<file path="src/rtl/core/mcr_pkg.sv">
`timescale 1ns / 1ps
// Package for the minimum connecting range block.
// Holds sizes, payload structs and shared types; it depends on nothing.
package mcr_pkg;

  localparam int unsigned MaxNodes  = 64;
  localparam int unsigned CoordBits = 16;
  localparam int unsigned IdxW      = $clog2(MaxNodes);
  localparam int unsigned CntW      = $clog2(MaxNodes + 1);
  localparam int unsigned SqW       = 2 * CoordBits;
  localparam int unsigned DistW     = SqW + 1;

  typedef logic [CoordBits-1:0] coord_t;
  typedef logic [IdxW-1:0]      idx_t;
  typedef logic [CntW-1:0]      cnt_t;
  typedef logic [SqW-1:0]       sq_t;
  typedef logic [DistW-1:0]     dist_t;

  typedef struct packed {
    coord_t x_coord;
    coord_t y_coord;
    logic   last_point;
  } in_item_t;

  typedef struct packed {
    dist_t range_squared;
    cnt_t  point_count;
    logic  overflow_flag;
  } out_item_t;

endpackage

</file>
<file path="src/rtl/core/mcr_sq_unit.sv">
`timescale 1ns / 1ps
// Shared squaring unit: squares the absolute difference of two coordinates.
// Depends on mcr_pkg for widths.
module mcr_sq_unit (
  input  mcr_pkg::coord_t a_i,
  input  mcr_pkg::coord_t b_i,
  output mcr_pkg::sq_t    sq_o
);
  import mcr_pkg::*;

  coord_t diff;

  assign diff = (a_i > b_i) ? (a_i - b_i) : (b_i - a_i);
  assign sq_o = sq_t'(diff) * sq_t'(diff);

endmodule

</file>
<file path="config.mk">
export PLATFORM = sky130hd
export DESIGN_NAME = mcr_sq_unit
export DESIGN_NICKNAME = d
export VERILOG_FILES = /design/src/rtl/core/mcr_pkg.sv /design/src/rtl/core/mcr_sq_unit.sv
export SDC_FILE = /design/constraint.sdc
export NUM_CORES = 1
export LEC_CHECK = 0
export BUFFER_PORTS_ARGS = -buffer_cell sky130_fd_sc_hd__buf_2
export CORE_ASPECT_RATIO = 1.75
export CORE_MARGIN = 5
export CORE_UTILIZATION = 55
export DETAILED_ROUTE_END_ITERATION = 8
export PLACE_DENSITY = 0.74
export SETUP_SLACK_MARGIN = 0.2
export SYNTH_ARGS = -nofsm -noshare
export SYNTH_HDL_FRONTEND = slang
export SYNTH_SLANG_ARGS = --single-unit
export TNS_END_PERCENT = 20
</file>
<file path="constraint.sdc">
create_clock -name vclk -period 11.8
set_clock_uncertainty 0.15 [all_clocks]
set_input_delay 0 -clock vclk [all_inputs]
set_output_delay 0 -clock vclk [all_outputs]
set_load 0.005 [all_outputs]
</file>
==> results of run 1 <==
[critical path, delay by kind of cell]
kind	cells	cell delay, ns
multiplexers	1	0.23
XOR/XNOR	2	0.68
adder cells (fa/ha/maj)	8	3.86
AO/OA/AOI/OAI	8	2.27
buffers and inverters	8	0.68
AND/OR/NAND/NOR	7	1.77
[final timing paths]
path,to,slack [ns]
worst max-delay path,sq_o[31],2.15
worst min-delay path,sq_o[2],0.68
[per-stage QoR]
stage               worst slack [ns]  hold WS (ns)
floorplan                       3.98         0.103
global route                    1.63         0.746
CTS                             2.25         0.674
finish                          2.15         0.684
detailed placement              2.27         0.673
global placement                2.52         0.659
[cells by family (layout without fill, tap and decap cells)]
family                     Yosys count  after routing  synth area share [%]
muxes                                9              9                  1.07
adders and majority gates          293            293                  55.9
AOI/OAI and AO/OA                  154            154                  12.3
other                                1              1                0.0428
and+or+nand+nor                    226            226                  11.7
buffers and inverters              302            344                  13.7
xor gates and xnor gates            47             47                  5.26
[final cells by class]
type	count	area [um2]	share of cell area, %
Multi-Input combinational cell	730	7560	82.3
Inverter	275	1030	11.2
Tap cell	189	236	2.57
Timing Repair Buffer	69	360	3.92
[routing by layer]
metal / GRT usage (%) / up-vias / wire, um
li1: - / 3282 / -
met1: 21.3 / 3462 / 6660
met2: 49.1 / 224 / 12200
met3: 0.767 / 95 / 559
met4: 15.8 / 0 / 1750
met5: 0 / - / 0
[cell usage in the layout (no fill, tap or decap), types with 6 or more instances in the layout]
cell	Yosys	final
o21ai_0	22	22
ha_1	129	129
nand2_1	93	93
a21oi_1	45	45
xnor2_1	29	29
buf_4	8	6
nor2b_1	6	6
fa_1	164	164
nor3_1	6	6
buf_2	9	63
xor2_1	13	13
nand3_1	8	8
nor2_1	68	68
inv_1	271	271
and2_1	9	9
o21a_1	12	12
nand2b_1	8	8
a21o_1	23	23
mux2i_1	6	6
==> metrics.md, run 1 <==
| Metric | Value |
|---|---|
| Die height | `about 180 um` |
| FF+latch area | `0 um2` |
| Number of I/O pins | `64` |
| Initial antenna violation count | `0` |
| Die width | `105 um` |
| Vias per cell | `5.59` |
| Synthesis Warnings | `0` |
| Critical setup path kind | `input pin to output port` |
| Diodes inserted | `0` |
| 1st-pass router iterations | `5` |
| Max-Cap Viols | `0` |
| DP HPWL | `19000 um` |
| Final core occ | `58.2%` |
| Post-Layout Cell Count | `1263` |
| Placed cells | `1263` |
| Total negative slack | `0 ns` |
| Total number of vias | `7063` |
| CP endpoint kind | `output port` |
| Setup crit start kind | `input pin` |
| Final nets | `about 1400` |
| Peak per-stage delay on the critical path | `roughly 0.94 ns` |
| Hold Fails Final Rpt | `0` |
| Depth of the worst hold-timing path | `6` |
| Dominant cells by area after synthesis | `fa_1, ha_1, inv_1` |
| Cell count after synthesis | `1032` |
| Fin area | `9190 um2` |
| Global-route wire length before repair | `between 30000 and 40000 um` |
| Post-layout min period | `9.65 ns` |
| Slowest CP cell | `a31oi_2` |
| Crit Path Max Fanout | `20` |
| Unrepaired setup endpoints after global routing | `no` |
| Gpl congestion | `approximately 0.95` |
| Total wire length | `21200 um` |
| Hold Path Class | `input pin to output port` |
| Syn avg cell area | `about 8.5 um2` |
| Avg WL per Cell | `16.8 um` |
| Post-DP Area | `9190 um2` |
| Largest area contributor in the netlist | `fa_1` |
| Netlist Area Pre-Place | `8750 um2` |
| Area growth, synth to finish | `5.00%` |
| Arr. time, crit path | `approximately 9.5 ns` |
| Core area | `15800 um2` |
| Syn nets | `1357` |
| Yosys top cell area share | `a little under two fifths` |
| DR iter-0 viols | `278` |
| Slew Limit Fails | `0` |
| Port bufs | `between 60 and 70` |
| DRT antenna net count | `0` |
| Vias in the first global route | `7913` |
| Largest net degree at the start of global routing | `21` |
| Seq Cell Count | `0` |
| Rel. slew slack | `22.5%` |
| Initial Util | `between 50 and 60%` |
| Post-synth cell types | `67` |
| Fin crit share | `between 80% and 90%` |
| Overflow after GRT | `0` |
| Status | `complete, no violations` |
| Clk_buf instances | `0` |
| DRC Markers | `0` |
| Post-CTS Setup Bufs | `0` |
| Fill cells | `~1500` |
| Final setup violation count | `0` |
| Cell Rows | `a little over 60` |
| Post-cts sizing count | `0` |
| WP data required | `11.65 ns` |
| Register area share after synthesis | `0%` |
| CP startpoint | `a_i[13]` |
| Min-Delay Startpoint | `b_i[1]` |
| Die area | `about 19000 um2` |
| Gr usage total | `23.7%` |
| Most frequent cells after synthesis | `inv_1, fa_1, ha_1` |
| Crit path top cell by count | `fa_1` |
| Share of cells above drive strength 1 | `9.40%` |
| Worst Tran Pin Value | `1.16 ns` |
| Fmax | `0.104 GHz` |
| Cell with the most instances after synthesis | `inv_1` |
| Cts hold-fix bufs | `0` |
Power of run 1 is not shown: default switching activity piles up to over one toggle a cycle in this logic, so the estimate is an artifact.
==> run 2, diff against run 1 <==
- clock period: 11.8 -> 9.7 ns (I/O delays scaled with it)
==> run 2 against run 1 <==
  * Global-route usage shrank 0.21 points
  * First-iteration DRC count is 1.4% lower
  * Critical path depth down 1
  * Cell area up 0.91%
  * Die area unchanged
  * Cell count grew 0.79%
  * Routed wire length is 3.0% lower
  * Critical path type unchanged
  * Largest cell class unchanged
==> metrics.md, run 2 (synthesis gave the netlist of run 1 again) <==
| Metric | Value |
|---|---|
| Status | `complete, no violations` |
| Max-Cap Viols | `0` |
| Hold endpoint | `sq_o[0]` |
| Clk_buf instances | `0` |
| Post-CTS Setup Bufs | `0` |
| Critical setup path kind | `input pin to output port` |
| Slowest CP cell | `fa_1` |
| Rel. slew slack | `39.8%` |
| Total wire length | `20600 um` |
| Cell Rows | `61` |
| Total number of vias | `6942` |
| Core area | `approximately 16000 um2` |
| Share of cells above drive strength 1 | `10.3%` |
| 1st-pass router iterations | `6` |
| Crit path top cell by count | `fa_1` |
| WP data required | `9.55 ns` |
| Gr usage total | `23.5%` |
| Initial Util | `55.4%` |
| Setup crit start kind | `input pin` |
| FF+latch area | `0 um2` |
| CP endpoint kind | `output port` |
| DRC Markers | `0` |
| Avg WL per Cell | `16.2 um` |
| Die height | `177 um` |
| Die width | `between 100 and 150 um` |
| Port bufs | `63` |
| Hold Path Class | `input pin to output port` |
| Diodes inserted | `0` |
| Total negative slack | `0 ns` |
| Seq Cell Count | `0` |
| Die area | `18600 um2` |
| Unrepaired setup endpoints after global routing | `no` |
| Crit Path Max Fanout | `10` |
| Depth of the worst hold-timing path | `5` |
| Arr. time, crit path | `8.84 ns` |
| Peak per-stage delay on the critical path | `0.54 ns` |
| Cts hold-fix bufs | `0` |
| Vias in the first global route | `7685` |
| Hold Fails Final Rpt | `0` |
| Worst Tran Pin Value | `0.896 ns` |
| Gpl congestion | `0.927` |
| Area growth, synth to finish | `5.96%` |
| Fmax | `0.111 GHz` |
| Initial antenna violation count | `0` |
| Final nets | `around 1400` |
| Post-cts sizing count | `0` |
| Final setup violation count | `0` |
| Most frequent cells in the layout | `inv_1, fa_1, ha_1, nand2_1, nor2_1` |
| Global-route wire length before repair | `35400 um` |
| Fin crit share | `92.7%` |
| Number of I/O pins | `64` |
| Post-layout min period | `8.99 ns` |
| DRT antenna net count | `0` |
| DR iter-0 viols | `274` |
| Min-Delay Startpoint | `b_i[0]` |
| Vias per cell | `5.45` |
| Slew Limit Fails | `0` |
| DP HPWL | `18600 um` |
| Overflow after GRT | `0` |
| Commonest non-fill, non-tap cell in the layout | `inv_1` |
| Largest net degree at the start of global routing | `16` |
-- run 2: changes by cell type in the layout (fill, tap and decap cells not counted), sizes merged --
cell / change
buf: +10
-- run 2: metal layers --
metal | vias to the layer above | wire, um | GRT usage (%)
met5 | - | 0 | 0
met4 | 0 | 1130 | 9.91
met3 | 62 | 476 | 0.730
met2 | 164 | 12200 | 49.6
met1 | 3410 | 6750 | 22.8
li1 | 3306 | - | -
-- run 2: critical path: cells and delay by family --
kind	cells	cell delay [ns]
xor gates and xnor gates	2	0.41
buffers and inverters	8	0.63
adders and majority gates	8	3.92
muxes	2	0.76
and+or+nand+nor	8	1.85
AOI/OAI and AO/OA	5	1.23
-- run 2: final cells by class --
cell class,count,area [um2]
Fill cell,1453,6520
Multi-Input combinational cell,730,7570
Timing Repair Buffer,79,435
Tap cell,189,236
Inverter,275,1030
-- run 2: worst max-delay path by stage --
stage / to / slack [ns] / from / depth (start not counted)
after floorplan: sq_o[25] / 1.88 / a_i[0] / 33
after global placement: sq_o[25] / 0.82 / a_i[9] / 36
after detailed placement: sq_o[25] / 0.72 / a_i[13] / 36
after CTS: sq_o[31] / 0.72 / a_i[9] / 34
after global routing: sq_o[26] / 0.20 / a_i[0] / 36
final: sq_o[31] / 0.71 / a_i[9] / 33
-- run 2: through the flow --
stage / utilization, % / hold WS (ns) / area [um2] / setup slack (ns) / instances
CTS: 58.7 / 0.617 / 9270 / 0.720 / 1273
finish: 58.7 / 0.615 / 9280 / 0.712 / 1273
detailed placement: 58.7 / 0.610 / 9270 / 0.718 / 1273
global route: 58.7 / 0.655 / 9280 / 0.205 / 1273
global placement: 58.7 / 0.617 / 9270 / 0.819 / 1273
floorplan: - / 0.103 / 8750 / 1.88 / 1032
Power of run 2 is left out for the same reason.
